===== src/sv/eap_pkg.sv =====
// Shared constants, codes and state types for the eased animation progress core.
// Depends on nothing; every other file of the block depends on it.
`default_nettype none

package eap_pkg;

   // Default fraction width of the progress value (Q0.16, one extra bit for 1.0).
   localparam int FRAC_BITS_DEF = 16;

   // Widths fixed by the item and register fields.
   localparam int OP_W    = 2;
   localparam int TIME_W  = 32;
   localparam int DUR_W   = 16;
   localparam int MODE_W  = 3;
   localparam int CSR_W   = 16;
   localparam int CSR_IDX_W = 1;

   // Request operation codes.
   localparam logic [OP_W-1:0] OP_START = 2'd0;
   localparam logic [OP_W-1:0] OP_STOP  = 2'd1;
   localparam logic [OP_W-1:0] OP_TICK  = 2'd2;

   // Configuration register indexes.
   localparam logic [CSR_IDX_W-1:0] REG_DURATION = 1'b0;
   localparam logic [CSR_IDX_W-1:0] REG_EASING   = 1'b1;

   // Easing curve codes.
   localparam logic [MODE_W-1:0] EASE_LINEAR    = 3'd0;
   localparam logic [MODE_W-1:0] EASE_QUAD_IN   = 3'd1;
   localparam logic [MODE_W-1:0] EASE_QUAD_OUT  = 3'd2;
   localparam logic [MODE_W-1:0] EASE_QUAD_IO   = 3'd3;
   localparam logic [MODE_W-1:0] EASE_CUBIC_IN  = 3'd4;
   localparam logic [MODE_W-1:0] EASE_CUBIC_OUT = 3'd5;
   localparam logic [MODE_W-1:0] EASE_CUBIC_IO  = 3'd6;
   localparam logic [MODE_W-1:0] EASE_BOUNCE    = 3'd7;

   // Main sequencer states.
   typedef enum logic [2:0] {
      ST_IDLE,
      ST_EVAL,
      ST_DIV,
      ST_EASE,
      ST_DONE
   } ctrl_state_type;

   // Easing unit states.
   typedef enum logic [2:0] {
      E_IDLE,
      E_MUL1,
      E_RND1,
      E_MUL2,
      E_RND2
   } ease_state_type;

endpackage

`default_nettype wire


===== src/sv/eap_if.sv =====
// Valid/ready channel interfaces for request and response beats.
// Depends on eap_pkg for field widths.
`default_nettype none

interface eap_req_if;
   logic                       valid;
   logic                       ready;
   logic [eap_pkg::OP_W-1:0]   op;
   logic [eap_pkg::TIME_W-1:0] current_time;

   modport source (output valid, output op, output current_time, input ready);
   modport sink   (input valid, input op, input current_time, output ready);
endinterface

interface eap_rsp_if #(
   parameter int FRAC_BITS = eap_pkg::FRAC_BITS_DEF
);
   logic               valid;
   logic               ready;
   logic [FRAC_BITS:0] progress;
   logic               running;
   logic               active;

   modport source (output valid, output progress, output running, output active,
                   input ready);
   modport sink   (input valid, input progress, input running, input active,
                   output ready);
endinterface

`default_nettype wire


===== src/sv/eased_animation_progress_core.sv =====
// Eased animation progress core: start, stop and tick beats in, one progress beat out each.
// Start, stop, an idle tick or a finishing tick go from ST_EVAL straight to ST_DONE.
// A running tick passes from ST_EVAL through ST_DIV and ST_EASE to ST_DONE, held up
// by the one-bit-per-cycle divider and the shared multiplier of the easing unit.
// One beat is in work at a time: the next is accepted only once ST_DONE loads the response.
// Reset is synchronous and active high and clears the configuration and animation registers, flags and sequencers.
`default_nettype none

module eased_animation_progress_core #(
   parameter int FRAC_BITS = eap_pkg::FRAC_BITS_DEF
) (
   input  wire logic                            clock,
   input  wire logic                            reset,
   eap_req_if.sink                              req_bus,
   eap_rsp_if.source                            rsp_bus,
   input  wire logic                            csr_we,
   input  wire logic [eap_pkg::CSR_IDX_W-1:0]   csr_index,
   input  wire logic [eap_pkg::CSR_W-1:0]       csr_wdata
);
   import eap_pkg::*;

   localparam logic [FRAC_BITS:0] PROG_ONE = (FRAC_BITS+1)'(1) << FRAC_BITS;

   ctrl_state_type state_ff, state_in;

   // Configuration registers.
   logic [DUR_W-1:0]  duration_ff;
   logic [MODE_W-1:0] easing_ff;

   // Animation state.
   logic [TIME_W-1:0] start_stamp_ff;
   logic [FRAC_BITS:0] progress_ff;
   logic              active_ff;
   logic              running_ff;

   // Latched request beat.
   logic [OP_W-1:0]   op_ff;
   logic [TIME_W-1:0] time_ff;

   // Response register.
   logic              rsp_valid_ff;
   logic [FRAC_BITS:0] rsp_progress_ff;
   logic              rsp_running_ff;
   logic              rsp_active_ff;

   logic [TIME_W-1:0] elapsed;
   logic              finished;
   logic              tick_runs;
   logic              req_ready;
   logic              div_start;
   logic              ease_start;
   logic              out_load;
   logic              out_free;

   logic              div_done;
   logic [FRAC_BITS-1:0] div_quotient;
   logic              ease_done;
   logic [FRAC_BITS:0] ease_result;

   // Elapsed time wraps modulo 2^32. An active tick that has not reached the duration runs
   // through the divider and the easing unit; a zero duration always finishes here.
   always_comb begin
      elapsed   = time_ff - start_stamp_ff;
      finished  = elapsed >= TIME_W'(duration_ff);
      tick_runs = (op_ff == OP_TICK) && active_ff && !finished;
      out_free  = !rsp_valid_ff || rsp_bus.ready;
   end

   always_comb begin
      state_in = state_ff;
      unique case (state_ff)
         ST_IDLE: begin
            if (req_bus.valid) begin
               state_in = ST_EVAL;
            end
         end
         ST_EVAL: state_in = tick_runs ? ST_DIV : ST_DONE;
         ST_DIV: begin
            if (div_done) begin
               state_in = ST_EASE;
            end
         end
         ST_EASE: begin
            if (ease_done) begin
               state_in = ST_DONE;
            end
         end
         ST_DONE: begin
            if (out_free) begin
               state_in = ST_IDLE;
            end
         end
         default: state_in = ST_IDLE;
      endcase
   end

   always_comb begin
      req_ready  = 1'b0;
      div_start  = 1'b0;
      ease_start = 1'b0;
      out_load   = 1'b0;
      unique case (state_ff)
         ST_IDLE: req_ready  = 1'b1;
         ST_EVAL: div_start  = tick_runs;
         ST_DIV:  ease_start = div_done;
         ST_EASE: out_load   = 1'b0;
         ST_DONE: out_load   = out_free;
         default: req_ready  = 1'b0;
      endcase
   end

   always_ff @(posedge clock) begin
      if (reset) begin
         state_ff <= ST_IDLE;
      end else begin
         state_ff <= state_in;
      end
   end

   // Configuration writes take effect at once; the host must issue them only while no beat
   // is in work. The block itself does not enforce this.
   always_ff @(posedge clock) begin
      if (reset) begin
         duration_ff <= '0;
         easing_ff   <= EASE_LINEAR;
      end else if (csr_we) begin
         unique case (csr_index)
            REG_DURATION: duration_ff <= csr_wdata;
            REG_EASING:   easing_ff   <= csr_wdata[MODE_W-1:0];
            default:      duration_ff <= duration_ff;
         endcase
      end
   end

   always_ff @(posedge clock) begin
      if (req_ready && req_bus.valid) begin
         op_ff   <= req_bus.op;
         time_ff <= req_bus.current_time;
      end
   end

   // Start restarts even an active animation; stop keeps the last progress value;
   // a tick while inactive and the unused op code leave all but the running flag alone.
   always_ff @(posedge clock) begin
      if (reset) begin
         start_stamp_ff <= '0;
         progress_ff    <= '0;
         active_ff      <= 1'b0;
         running_ff     <= 1'b0;
      end else if (state_ff == ST_EVAL) begin
         running_ff <= 1'b0;
         case (op_ff)
            OP_START: begin
               start_stamp_ff <= time_ff;
               progress_ff    <= '0;
               active_ff      <= 1'b1;
            end
            OP_STOP: active_ff <= 1'b0;
            OP_TICK: begin
               if (active_ff && finished) begin
                  progress_ff <= PROG_ONE;
                  active_ff   <= 1'b0;
               end
            end
            default: active_ff <= active_ff;
         endcase
      end else if ((state_ff == ST_EASE) && ease_done) begin
         progress_ff <= ease_result;
         running_ff  <= 1'b1;
      end
   end

   always_ff @(posedge clock) begin
      if (reset) begin
         rsp_valid_ff <= 1'b0;
      end else if (out_load) begin
         rsp_valid_ff <= 1'b1;
      end else if (rsp_bus.ready) begin
         rsp_valid_ff <= 1'b0;
      end
   end

   always_ff @(posedge clock) begin
      if (out_load) begin
         rsp_progress_ff <= progress_ff;
         rsp_running_ff  <= running_ff;
         rsp_active_ff   <= active_ff;
      end
   end

   eap_div #(
      .FRAC_BITS (FRAC_BITS)
   ) u_div (
      .clock    (clock),
      .reset    (reset),
      .start    (div_start),
      .dividend (elapsed[DUR_W-1:0]),
      .divisor  (duration_ff),
      .done     (div_done),
      .quotient (div_quotient)
   );

   eap_ease #(
      .FRAC_BITS (FRAC_BITS)
   ) u_ease (
      .clock  (clock),
      .reset  (reset),
      .start  (ease_start),
      .mode   (easing_ff),
      .t      (div_quotient),
      .done   (ease_done),
      .result (ease_result)
   );

   assign req_bus.ready    = req_ready;
   assign rsp_bus.valid    = rsp_valid_ff;
   assign rsp_bus.progress = rsp_progress_ff;
   assign rsp_bus.running  = rsp_running_ff;
   assign rsp_bus.active   = rsp_active_ff;

endmodule

`default_nettype wire


===== src/sv/eap_div.sv =====
// Restoring serial divider: floor((elapsed << FRAC_BITS) / duration), one bit per cycle.
// Depends on eap_pkg; used by the top level of the eased animation progress core.
`default_nettype none

module eap_div #(
   parameter int FRAC_BITS = eap_pkg::FRAC_BITS_DEF
) (
   input  wire logic                        clock,
   input  wire logic                        reset,
   input  wire logic                        start,
   input  wire logic [eap_pkg::DUR_W-1:0]   dividend,
   input  wire logic [eap_pkg::DUR_W-1:0]   divisor,
   output logic                             done,
   output logic [FRAC_BITS-1:0]             quotient
);
   import eap_pkg::*;

   localparam int CW = $clog2(FRAC_BITS + 1);

   logic [DUR_W-1:0]     rem_ff, rem_in;
   logic [DUR_W-1:0]     div_ff;
   logic [FRAC_BITS-1:0] quo_ff, quo_in;
   logic [CW-1:0]        cnt_ff;
   logic                 busy_ff;
   logic                 done_ff;
   logic [DUR_W:0]       shifted;
   logic [DUR_W:0]       diff;
   logic                 fits;

   // The remainder stays below the divisor, so its doubled value fits one extra bit.
   always_comb begin
      shifted = {rem_ff, 1'b0};
      diff    = shifted - {1'b0, div_ff};
      fits    = shifted >= {1'b0, div_ff};
      rem_in  = fits ? diff[DUR_W-1:0] : shifted[DUR_W-1:0];
      quo_in  = {quo_ff[FRAC_BITS-2:0], fits};
   end

   always_ff @(posedge clock) begin
      if (reset) begin
         busy_ff <= 1'b0;
         done_ff <= 1'b0;
         cnt_ff  <= '0;
      end else begin
         done_ff <= busy_ff && (cnt_ff == CW'(1));
         if (start) begin
            busy_ff <= 1'b1;
            cnt_ff  <= CW'(FRAC_BITS);
         end else if (busy_ff) begin
            cnt_ff <= cnt_ff - CW'(1);
            if (cnt_ff == CW'(1)) begin
               busy_ff <= 1'b0;
            end
         end
      end
   end

   always_ff @(posedge clock) begin
      if (start) begin
         rem_ff <= dividend;
         div_ff <= divisor;
         quo_ff <= '0;
      end else if (busy_ff) begin
         rem_ff <= rem_in;
         quo_ff <= quo_in;
      end
   end

   assign done     = done_ff;
   assign quotient = quo_ff;

endmodule

`default_nettype wire


===== src/sv/eap_ease.sv =====
// Easing unit: applies one of eight curves to t with a single shared registered multiplier.
// Depends on eap_pkg; used by the top level of the eased animation progress core.
`default_nettype none

module eap_ease #(
   parameter int FRAC_BITS = eap_pkg::FRAC_BITS_DEF
) (
   input  wire logic                         clock,
   input  wire logic                         reset,
   input  wire logic                         start,
   input  wire logic [eap_pkg::MODE_W-1:0]   mode,
   input  wire logic [FRAC_BITS-1:0]         t,
   output logic                              done,
   output logic [FRAC_BITS:0]                result
);
   import eap_pkg::*;

   localparam int XW = FRAC_BITS + 3;
   localparam int PW = 2 * XW;
   localparam int WW = FRAC_BITS + 5;

   localparam logic [XW-1:0] ONE   = XW'(1) << FRAC_BITS;
   localparam logic [XW-1:0] HALF  = ONE >> 1;
   localparam logic [XW-1:0] BASE1 = (ONE >> 2) * XW'(3);
   localparam logic [XW-1:0] BASE2 = (ONE >> 4) * XW'(15);
   localparam logic [XW-1:0] BASE3 = (ONE >> 6) * XW'(63);
   localparam logic [WW-1:0] W_ONE = WW'(1) << FRAC_BITS;
   localparam logic [PW:0]   RND_HALF   = (PW+1)'(HALF);
   localparam logic [PW:0]   RND_BOUNCE = (PW+1)'(W_ONE) << 5;

   ease_state_type state_ff, state_in;

   logic [MODE_W-1:0]    mode_ff;
   logic                 lower_ff;
   logic [FRAC_BITS-1:0] t_ff;
   logic [XW-1:0]        x_ff, x_in;
   logic [XW-1:0]        a_ff;
   logic [XW-1:0]        base_ff, base_in;
   logic [PW-1:0]        prod_ff;
   logic [FRAC_BITS:0]   result_ff, result_in;
   logic                 done_ff;

   logic [XW-1:0] t_x, u_x;
   logic          lower_in;
   logic [WW-1:0] t_w, w, w_diff, k_w;
   logic [XW-1:0] s;
   logic [PW:0]   rnd_sum, bnc_sum;
   logic [XW-1:0] rnd_val, bnc_val, scaled, curve, sat;
   logic          is_cubic;
   logic          mul_en, load_sq, finish;

   // Operand selection and bounce segment lookup, taken when a job starts.
   always_comb begin
      t_x      = XW'(t);
      u_x      = ONE - t_x;
      lower_in = t_x < HALF;
      t_w      = WW'(t);
      w        = (t_w << 4) + (t_w << 2) + (t_w << 1);
      if (w < (W_ONE << 3)) begin
         k_w     = '0;
         base_in = '0;
      end else if (w < (W_ONE << 4)) begin
         k_w     = W_ONE * WW'(12);
         base_in = BASE1;
      end else if (w < (W_ONE * WW'(20))) begin
         k_w     = W_ONE * WW'(18);
         base_in = BASE2;
      end else begin
         k_w     = W_ONE * WW'(21);
         base_in = BASE3;
      end
      w_diff = (w >= k_w) ? (w - k_w) : (k_w - w);
      s      = w_diff[XW-1:0];
      case (mode)
         EASE_QUAD_IN, EASE_CUBIC_IN:   x_in = t_x;
         EASE_QUAD_OUT, EASE_CUBIC_OUT: x_in = u_x;
         EASE_QUAD_IO, EASE_CUBIC_IO:   x_in = lower_in ? t_x : u_x;
         EASE_BOUNCE:                   x_in = s;
         default:                       x_in = t_x;
      endcase
   end

   // Rounding of the product register and the final curve combine.
   always_comb begin
      is_cubic = mode_ff inside {EASE_CUBIC_IN, EASE_CUBIC_OUT, EASE_CUBIC_IO};
      rnd_sum  = {1'b0, prod_ff} + RND_HALF;
      rnd_val  = rnd_sum[FRAC_BITS +: XW];
      bnc_sum  = {1'b0, prod_ff} + RND_BOUNCE;
      bnc_val  = base_ff + XW'(bnc_sum[PW:FRAC_BITS + 6]);
      scaled   = is_cubic ? (rnd_val << 2) : (rnd_val << 1);
      case (mode_ff)
         EASE_QUAD_IN, EASE_CUBIC_IN:   curve = rnd_val;
         EASE_QUAD_OUT, EASE_CUBIC_OUT: curve = ONE - rnd_val;
         EASE_QUAD_IO, EASE_CUBIC_IO:   curve = lower_ff ? scaled : (ONE - scaled);
         EASE_BOUNCE:                   curve = bnc_val;
         default:                       curve = XW'(t_ff);
      endcase
      sat = (curve > ONE) ? ONE : curve;
      if (state_ff == E_IDLE) begin
         result_in = (FRAC_BITS+1)'(t);
      end else begin
         result_in = sat[FRAC_BITS:0];
      end
   end

   always_comb begin
      state_in = state_ff;
      unique case (state_ff)
         E_IDLE: begin
            if (start && (mode != EASE_LINEAR)) begin
               state_in = E_MUL1;
            end
         end
         E_MUL1: state_in = E_RND1;
         E_RND1: state_in = is_cubic ? E_MUL2 : E_IDLE;
         E_MUL2: state_in = E_RND2;
         E_RND2: state_in = E_IDLE;
         default: state_in = E_IDLE;
      endcase
   end

   always_comb begin
      mul_en  = 1'b0;
      load_sq = 1'b0;
      finish  = 1'b0;
      unique case (state_ff)
         E_IDLE: finish = start && (mode == EASE_LINEAR);
         E_MUL1, E_MUL2: mul_en = 1'b1;
         E_RND1: begin
            load_sq = is_cubic;
            finish  = !is_cubic;
         end
         E_RND2: finish = 1'b1;
         default: finish = 1'b0;
      endcase
   end

   always_ff @(posedge clock) begin
      if (reset) begin
         state_ff <= E_IDLE;
         done_ff  <= 1'b0;
      end else begin
         state_ff <= state_in;
         done_ff  <= finish;
      end
   end

   always_ff @(posedge clock) begin
      if ((state_ff == E_IDLE) && start) begin
         mode_ff  <= mode;
         lower_ff <= lower_in;
         t_ff     <= t;
         x_ff     <= x_in;
         a_ff     <= x_in;
         base_ff  <= base_in;
      end else if (load_sq) begin
         a_ff <= rnd_val;
      end
      if (mul_en) begin
         prod_ff <= a_ff * x_ff;
      end
      if (finish) begin
         result_ff <= result_in;
      end
   end

   assign done   = done_ff;
   assign result = result_ff;

endmodule

`default_nettype wire


===== src/flat_wrapper.sv =====
// flat-port wrapper written by rule: the top's interface ports become plain ports
module eased_animation_progress_core_flat import eap_pkg::*;
#(
   parameter int FRAC_BITS = eap_pkg::FRAC_BITS_DEF
)
  (clock, reset, csr_we, csr_index, csr_wdata, req_bus_valid, req_bus_op, req_bus_current_time, req_bus_ready, rsp_bus_valid, rsp_bus_progress, rsp_bus_running, rsp_bus_active, rsp_bus_ready);
  eap_req_if req_bus_i ();
  eap_rsp_if #(.FRAC_BITS(FRAC_BITS)) rsp_bus_i ();
  input  wire logic clock;
  input  wire logic reset;
  input  wire logic csr_we;
  input  wire logic [eap_pkg::CSR_IDX_W-1:0] csr_index;
  input  wire logic [eap_pkg::CSR_W-1:0] csr_wdata;
  input wire logic [$bits(req_bus_i.valid)-1:0] req_bus_valid;
  input wire logic [$bits(req_bus_i.op)-1:0] req_bus_op;
  input wire logic [$bits(req_bus_i.current_time)-1:0] req_bus_current_time;
  output wire logic [$bits(req_bus_i.ready)-1:0] req_bus_ready;
  output wire logic [$bits(rsp_bus_i.valid)-1:0] rsp_bus_valid;
  output wire logic [$bits(rsp_bus_i.progress)-1:0] rsp_bus_progress;
  output wire logic [$bits(rsp_bus_i.running)-1:0] rsp_bus_running;
  output wire logic [$bits(rsp_bus_i.active)-1:0] rsp_bus_active;
  input wire logic [$bits(rsp_bus_i.ready)-1:0] rsp_bus_ready;
  assign req_bus_i.valid = req_bus_valid;
  assign req_bus_i.op = req_bus_op;
  assign req_bus_i.current_time = req_bus_current_time;
  assign req_bus_ready = req_bus_i.ready;
  assign rsp_bus_valid = rsp_bus_i.valid;
  assign rsp_bus_progress = rsp_bus_i.progress;
  assign rsp_bus_running = rsp_bus_i.running;
  assign rsp_bus_active = rsp_bus_i.active;
  assign rsp_bus_i.ready = rsp_bus_ready;
  eased_animation_progress_core #(.FRAC_BITS(FRAC_BITS)) u_core (.clock(clock), .reset(reset), .req_bus(req_bus_i), .rsp_bus(rsp_bus_i), .csr_we(csr_we), .csr_index(csr_index), .csr_wdata(csr_wdata));
endmodule

===== config.mk =====
export PLATFORM = sky130hd
export DESIGN_NAME = eased_animation_progress_core_flat
export DESIGN_NICKNAME = d
export VERILOG_FILES = /design/src/sv/eap_pkg.sv /design/src/sv/eap_if.sv /design/src/sv/eased_animation_progress_core.sv /design/src/sv/eap_div.sv /design/src/sv/eap_ease.sv /design/src/flat_wrapper.sv
export SDC_FILE = /design/constraint.sdc
export NUM_CORES = 2
export LEC_CHECK = 0
export ABC_CLOCK_PERIOD_IN_PS = 8010
export BUFFER_PORTS_ARGS = -buffer_cell sky130_fd_sc_hd__buf_2
export CORE_ASPECT_RATIO = 0.75
export CORE_MARGIN = 5
export CORE_UTILIZATION = 50
export CTS_CLUSTER_SIZE = 16
export DETAILED_ROUTE_END_ITERATION = 12
export PLACE_DENSITY_LB_ADDON = 0.05
export RECOVER_POWER = 25
export SLEW_MARGIN = 20
export SYNTH_ARGS = -nofsm -noshare
export SYNTH_HDL_FRONTEND = slang
export SYNTH_SLANG_ARGS = --single-unit

===== constraint.sdc =====
create_clock -name clock -period 8.01 [get_ports clock]
set_clock_uncertainty 0.2 [all_clocks]
set_input_delay 0.801 -clock clock [delete_from_list [all_inputs] [get_ports clock]]
set_output_delay 0.801 -clock clock [all_outputs]
set_load 0.1 [all_outputs]

---- Yosys cells after proc, flatten, opt, wreduce, memory -nomap -nowiden ----
Cells that the tools add are included.
word-level totals
  register bits ........................... 318
  input bits .............................. 56
  output and inout port bits .............. 21
  word-level logic and storage cells ...... 172
cells by class
  $add $sub $neg .......................... 13
  multipliers ............................. 1
  $lt $le $gt $ge ......................... 8
  equality and inequality tests ........... 31
  multiplexer cells ....................... 47
  bitwise gates (word level) .............. 1
  reduce and logical (&&, ||, !) cells .... 39
operators by type and width
  kind                                                           count
  two-way mux 19 bit                                             7
  two-way mux 16 bit                                             5
  case mux 19 bit (4 select lines)                               1
  two-way mux 17 bit                                             4
  case mux 19 bit (3 select lines)                               1
  less-than comparator 21 bit (second input constant)            2
  two-way mux 21 bit                                             2
  adder 38 x 22 -> 39 bit (second input constant)                1
  multiplier 19 x 19 -> 38 bit                                   1
  subtractor 17 x 19 -> 19 bit (first input constant)            2
  subtractor 19 bit                                              2
  adder 35 x 16 -> 35 bit (second input constant)                1
  case mux 17 bit (2 select lines)                               1
  greater-or-equal comparator 32 x 16 -> 1 bit                   1
  subtractor 32 bit                                              1
  equality test 3 bit (second input constant)                    9
  equality test 3 x 2 -> 1 bit (second input constant)           8
  adder 20 x 18 -> 21 bit                                        1
  adder 21 x 17 -> 21 bit                                        1
  greater-or-equal comparator 21 bit                             1
  less-than comparator 21 x 20 -> 1 bit (second input constant)  1
  adder 19 x 17 -> 19 bit                                        1
  > comparator 19 x 17 -> 1 bit (second input constant)          1
  two-way mux 3 bit                                              6
  other kinds (32)                                               79

---- Depth between registers and ports, before layout ----
  depth after elaboration ................. 10
  gate-level depth with buffers ........... 27
  depth with buffers taken out ............ 25

---- Cells and area by module ----
From an unflattened synthesis, not the netlist that was laid out.
second synthesis, totals
  cell total of the unflattened synthesis .. 3552
  area total of the unflattened synthesis .. 31368.8 µm²
modules (own cells, without submodules)
  module                         instances  cells an instance  area each (µm²)  sequential area each (µm²)
  eap_ease                       1          2407               20995.1          3113.0
  eased_animation_progress_core  1          832                7210.7           3072.9
  eap_div                        1          313                3163.0           1421.4

---- Worst setup path before layout ----
OpenSTA, ideal clock, no wires.
  path type ............................... register to register
  start point ............................. reg u_core.u_ease.x_ff[12]
  end point ............................... reg u_core.u_ease.prod_ff[37], data pin
  setup time .............................. 0.260 ns
  arrival time ............................ 6.272 ns
  data required time ...................... 7.550 ns
  slack ................................... 1.278 ns
  cell stages (with the launch flop) ...... 25
  buffers on the path ..................... 2
  period minus slack after synthesis ...... 6.732 ns
  cells stage by stage .................... edfxtp_1 > clkbuf_1 > buf_1 > nand2_1 > fa_1 > inv_1 > fa_1 > fa_1 > fa_1 > fa_1 > inv_1 > fa_1 > inv_1 > ha_1 > or2_2 > a21oi_1 > inv_1 > a31oi_1 > o31ai_1 > a31oi_1 > o21a_1 > o21ai_0 > o22ai_1 > o21bai_1 > xnor2_1
between the ends
  cells in the longest elaborated chain, start to end .. 1
ends and longest elaborated chain
  what                          line             RTL
  start: declaration            eap_ease.sv:36   logic [XW-1:0] x_ff, x_in;
  start signal: assignment      eap_ease.sv:153  x_ff <= x_in;
  multiplier 19 x 19 -> 38 bit  eap_ease.sv:160  prod_ff <= a_ff * x_ff;
  end signal: assignment        eap_ease.sv:160
  end: declaration              eap_ease.sv:39   logic [PW-1:0] prod_ff;
No other way between the ends.
A chain may end at the register's enable or synchronous reset.

---- Worst setup path in the final report ----
  start point ............................. reg u_core.u_ease.a_ff[9]
  end point ............................... reg u_core.u_ease.prod_ff[37], data pin
between the ends
  cells in the longest elaborated chain, start to end .. 1
ends and longest elaborated chain
  what                          line             RTL
  start: declaration            eap_ease.sv:37   logic [XW-1:0] a_ff;
  start signal: assignment      eap_ease.sv:154  a_ff <= x_in;
  start signal: assignment      eap_ease.sv:157  a_ff <= rnd_val;
  multiplier 19 x 19 -> 38 bit  eap_ease.sv:160
No other way between the ends.

==> flow_metrics.py <==
metrics = {
    "outcome": {
        "status": "complete, but fails checks",
        "violations": "capacitance limit, slew limit",
    },
    "drt": {
        "ant_nets": 0,
        "vias_per_cell": 5.65,
        "routed_wl_mm": 85.3,
        "drt_iter0_markers": 2124,
        "avgRoutedWirePerCell_um": 20.3,
        "drt-pass1-iter-count": 6,
        "route.detailed.drc": 0,
        "num_vias": 23704,
    },
    "place": {
        "io_buffers": 76,
        "dp_slack_ps": 417,
        "dp_hpwl_mm": 67.0,
        "place_congestion": 0.956,
    },
    "global_route": {
        "met3_usage_pct": 6.91,
        "grt_pass1_vias": 23546,
        "grt_max_degree": 87,
        "gr-usage-met2_pct": 37.4,
        "overflow": 0,
        "met1_usage_pct": 39.6,
        "grt_util_all_layers_pct": 26.1,
        "grt_pass1_wl_mm": 135,
        "grt_antenna_before_repair": 3,
        "top_usage_layer": "met1",
    },
    "logic_synthesis": {
        "synth_cells": 3385,
        "synth.distinct_cells": 90,
        "synth-adder-area-share_pct": 29.7,
        "async_flop_share_pct": 0,
        "synth_xor_area_share_pct": 4.12,
        "avgSynthCellArea_sq_um": 8.86,
        "muxShareOfSynthArea_pct": 1.23,
        "yosys.area_share.simple_pct": 18.3,
        "synth_ff_type": "edfxtp_1",
        "synth-compound-area-share_pct": 13.1,
        "ys_ff_latch": 287,
        "yosysSeqAreaShare_pct": 25.4,
        "synth_edf_count": 186,
        "netlist_area_sq_um": 30000,
        "syn_nets": 3970,
        "synth_top_family_by_area": "adder cells",
        "yosys_warnings": 0,
    },
    "cts": {
        "clock_tree.root_cell": "clkbuf_16",
        "cts_buffer_depth": 3,
        "worstSkewPairLatency_ps": 550,
        "cts_buffers": 34,
        "ctsHoldBuffers": 0,
        "cts_num_sinks": 287,
        "clk_pin_slew_worst_paths_ps": 60,
        "cts_setup_buffers": 0,
        "htreeDepth": 2,
        "cts_tree": "yes",
        "cts_resized": 0,
    },
    "critical_path": {
        "crit_path_frequent_cell": "fa_1",
        "critPathLaunchType": "flip-flop",
        "required_ps": 8100,
        "critPathBufInv": 4,
        "max_stage_delay_ps": 890,
        "worstSetupPathType": "flip-flop to flip-flop",
        "crit_path_max_fanout": 19,
        "slowest_stage": "edfxtp_1",
        "crit_family": "adder cells",
        "end_kind": "flip-flop",
        "path_cells": "and2_1 > fa_1 > fa_1 > inv_1 > fa_1 > inv_1 > fa_1 > inv_1 > fa_1 > fa_1 > inv_1 > ha_1 > a211oi_1 > nand2_1 > a21oi_1 > o21a_1 > o31ai_1 > a31oi_1 > o21a_1 > o21ai_0 > o22ai_1 > o21bai_1 > xnor2_1",
        "worst_ep_arrival_time_ps": 7690,
    },
    "final_layout": {
        "regArea_sq_um": 7610,
        "nets": 3968,
        "nFillCells": 5472,
        "multiInputGateArea_sq_um": 20000,
        "drive_gt1_share_pct": 6.95,
        "antenna_cells": 0,
        "syn2layout_area_growth_pct": 7.35,
    },
    "sta": {
        "fmax_mhz": 132,
        "timing.final.crit_share_pct": 94.9,
        "finalHoldViolations": 0,
        "setup_tns_ps": 0,
        "fin_crit_ps": 7600,
        "setup_ws_ps": 407,
        "slew_headroom_pct": -154,
        "rsz0062_at_grt": "false",
        "slew_viol_final": 111,
        "setup-violations-final": 0,
        "worst_pin_slew_ps": 3810,
    },
    "die": {
        "die_height_um": 222,
        "rows": 77,
        "fp.dieW_um": 293,
        "core_sq_um": 59200,
        "die_area_sq_um": 65100,
        "top_level_ports": 77,
        "initial_core_util_pct": 50.7,
    },
    "job": {
        "drv_cap": 2,
    },
    "hold_path": {
        "hold_path_class": "input pin to flip-flop",
    },
    "pwr": {
        "p_leak_nw": 13.8,
        "p_per_area_nw_per_um2": 110,
        "finalPower_mw": 3.53,
        "vdd_drop_max_v": 0.000144,
    },
}
[area by class of cell]
class | count | share of cell area (%)
clock buffers | 47 | 3.08
multi-input cells | 2463 | 62.1
well taps | 790 | 3.07
clock inverters | 14 | 0.427
flip-flops and latches | 287 | 23.6
inverters | 476 | 5.55
repair buffers | 121 | 2.20
[per-stage QoR]
stage / hold slack [ps] / cells / area [sq um] / utilization, %
4_1_cts: 186 / 4198 / 32200 / 54.5
3_3_place_gp: 214 / 4137 / 31100 / 52.5
6_report: 221 / 4198 / 32200 / 54.5
2_1_floorplan: 199 / 3385 / 30000 / -
3_5_place_dp: 217 / 4137 / 31100 / 52.6
5_1_grt: 197 / 4198 / 32200 / 54.5
[where the power goes]
part           switching [mW]  leakage, nW  internal, mW
clock network           0.662        0.552         0.912
logic                   0.223         10.8         0.118
registers              0.0209         2.48          1.59
total                   0.906         13.8          2.62
[kinds of logic (layout without fill, tap and decap cells)]
| family | Yosys count | after routing |
|---|---|---|
| xor+xnor | 137 | 137 |
| flops | 287 | 287 |
| simple gates | 1144 | 1144 |
| mux | 35 | 35 |
| fa+ha+maj | 530 | 530 |
| buf+inv | 635 | 658 |
| compound gates | 617 | 617 |
[worst paths after layout]
path | startpoint | to | slack, ps | cells after the start
max | u_core.u_ease.a_ff[9]$_DFFE_PP_ | u_core.u_ease.prod_ff[37]$_DFFE_PP_ | 410 | 23
min | req_bus_current_time[3] | u_core.time_ff[3]$_DFFE_PP_ | 220 | 1
max reg2reg | u_core.u_ease.a_ff[9]$_DFFE_PP_ | u_core.u_ease.prod_ff[37]$_DFFE_PP_ | 410 | 23
min reg2reg | u_core.progress_ff[16]$_SDFFE_PP0P_ | u_core.rsp_bus.progress[16]$_DFFE_PP_ | 230 | 0
[Yosys cell counts (7+ instances only)]
library cell | instances | area, sq um
fa_1 | 305 | 6110
or3_1 | 20 | 125
and3_1 | 21 | 131
o211ai_1 | 19 | 143
a21boi_0 | 7 | 52.6
mux2i_1 | 20 | 200
a31oi_1 | 18 | 113
or2_2 | 10 | 62.6
nand3_1 | 56 | 280
mux2_2 | 15 | 169
dfxtp_1 | 101 | 2020
a211oi_1 | 37 | 278
buf_2 | 18 | 90.1
clkbuf_1 | 129 | 484
o221ai_1 | 8 | 70.1
nor2_1 | 184 | 691
nand2b_1 | 33 | 206
o21a_1 | 27 | 203
o21ai_0 | 144 | 721
inv_1 | 475 | 1780
nor3_1 | 64 | 320
nand2_1 | 463 | 1740
a21oi_1 | 193 | 966
nor4_1 | 10 | 62.6
and2_1 | 203 | 1270
ha_1 | 224 | 2800
nand4_1 | 17 | 106
nor2b_1 | 28 | 175
edfxtp_1 | 186 | 5590
o31ai_1 | 17 | 128
o22ai_1 | 17 | 106
o31ai_2 | 10 | 125
xnor2_1 | 82 | 718
a21o_1 | 29 | 218
xor2_1 | 53 | 464
[state kept, by name, summed over array words and instances (netlist names), 2 cells and up]
register                 count
u_core.start_stamp_ff       32
u_core.time_ff              32
u_core.u_ease.prod_ff       23
u_core.u_ease.a_ff          19
u_core.u_ease.x_ff          19
u_core.progress_ff          17
u_core.rsp_bus.progress     17
u_core.u_ease.result        17
u_core.duration_ff          16
u_core.u_div.div_ff         16
u_core.u_div.quotient       16
u_core.u_div.rem_ff         16
u_core.u_ease.t_ff          16
u_core.u_div.cnt_ff          5
u_core.easing_ff             3
u_core.state_ff              3
u_core.u_ease.base_ff        3
u_core.u_ease.mode_ff        3
u_core.u_ease.state_ff       3
u_core.op_ff                 2
[layout by cell type, fill, tap and decap left out, drive strengths merged, types with 18 or more instances in the layout]
cell    count
nor3       65
a21oi     193
nor2      184
a21o       29
inv       481
o211ai     19
a211oi     40
o31ai      27
fa        305
xor2       53
and2      206
dfxtp     101
mux2i      20
o21ai     150
nor2b      28
ha        224
o21a       27
a31oi      18
and3       21
nand3      58
or3        22
buf       113
edfxtp    186
clkbuf     55
nand2     463
xnor2      84
nand2b     33
[worst register-to-register path: stages (launching register included)]
cell	delay (ps)
edfxtp_1	890
and2_1	260
fa_1	440
fa_1	520
inv_1	60
fa_1	530
inv_1	50
fa_1	500
inv_1	50
fa_1	470
fa_1	550
inv_1	40
ha_1	290
a211oi_1	70
nand2_1	70
a21oi_1	50
o21a_1	300
o31ai_1	480
a31oi_1	290
o21a_1	290
o21ai_0	430
o22ai_1	210
o21bai_1	180
xnor2_1	90
[routing by layer]
| metal | wire length [um] | share of wire (%) |
|---|---|---|
| met1 | 40700 | 48 |
| met2 | 35200 | 41 |
| met3 | 7270 | 8.5 |
| met4 | 2110 | 2.5 |
| met5 | 13 | 0.015 |
(Power assumes the default switching activity.)
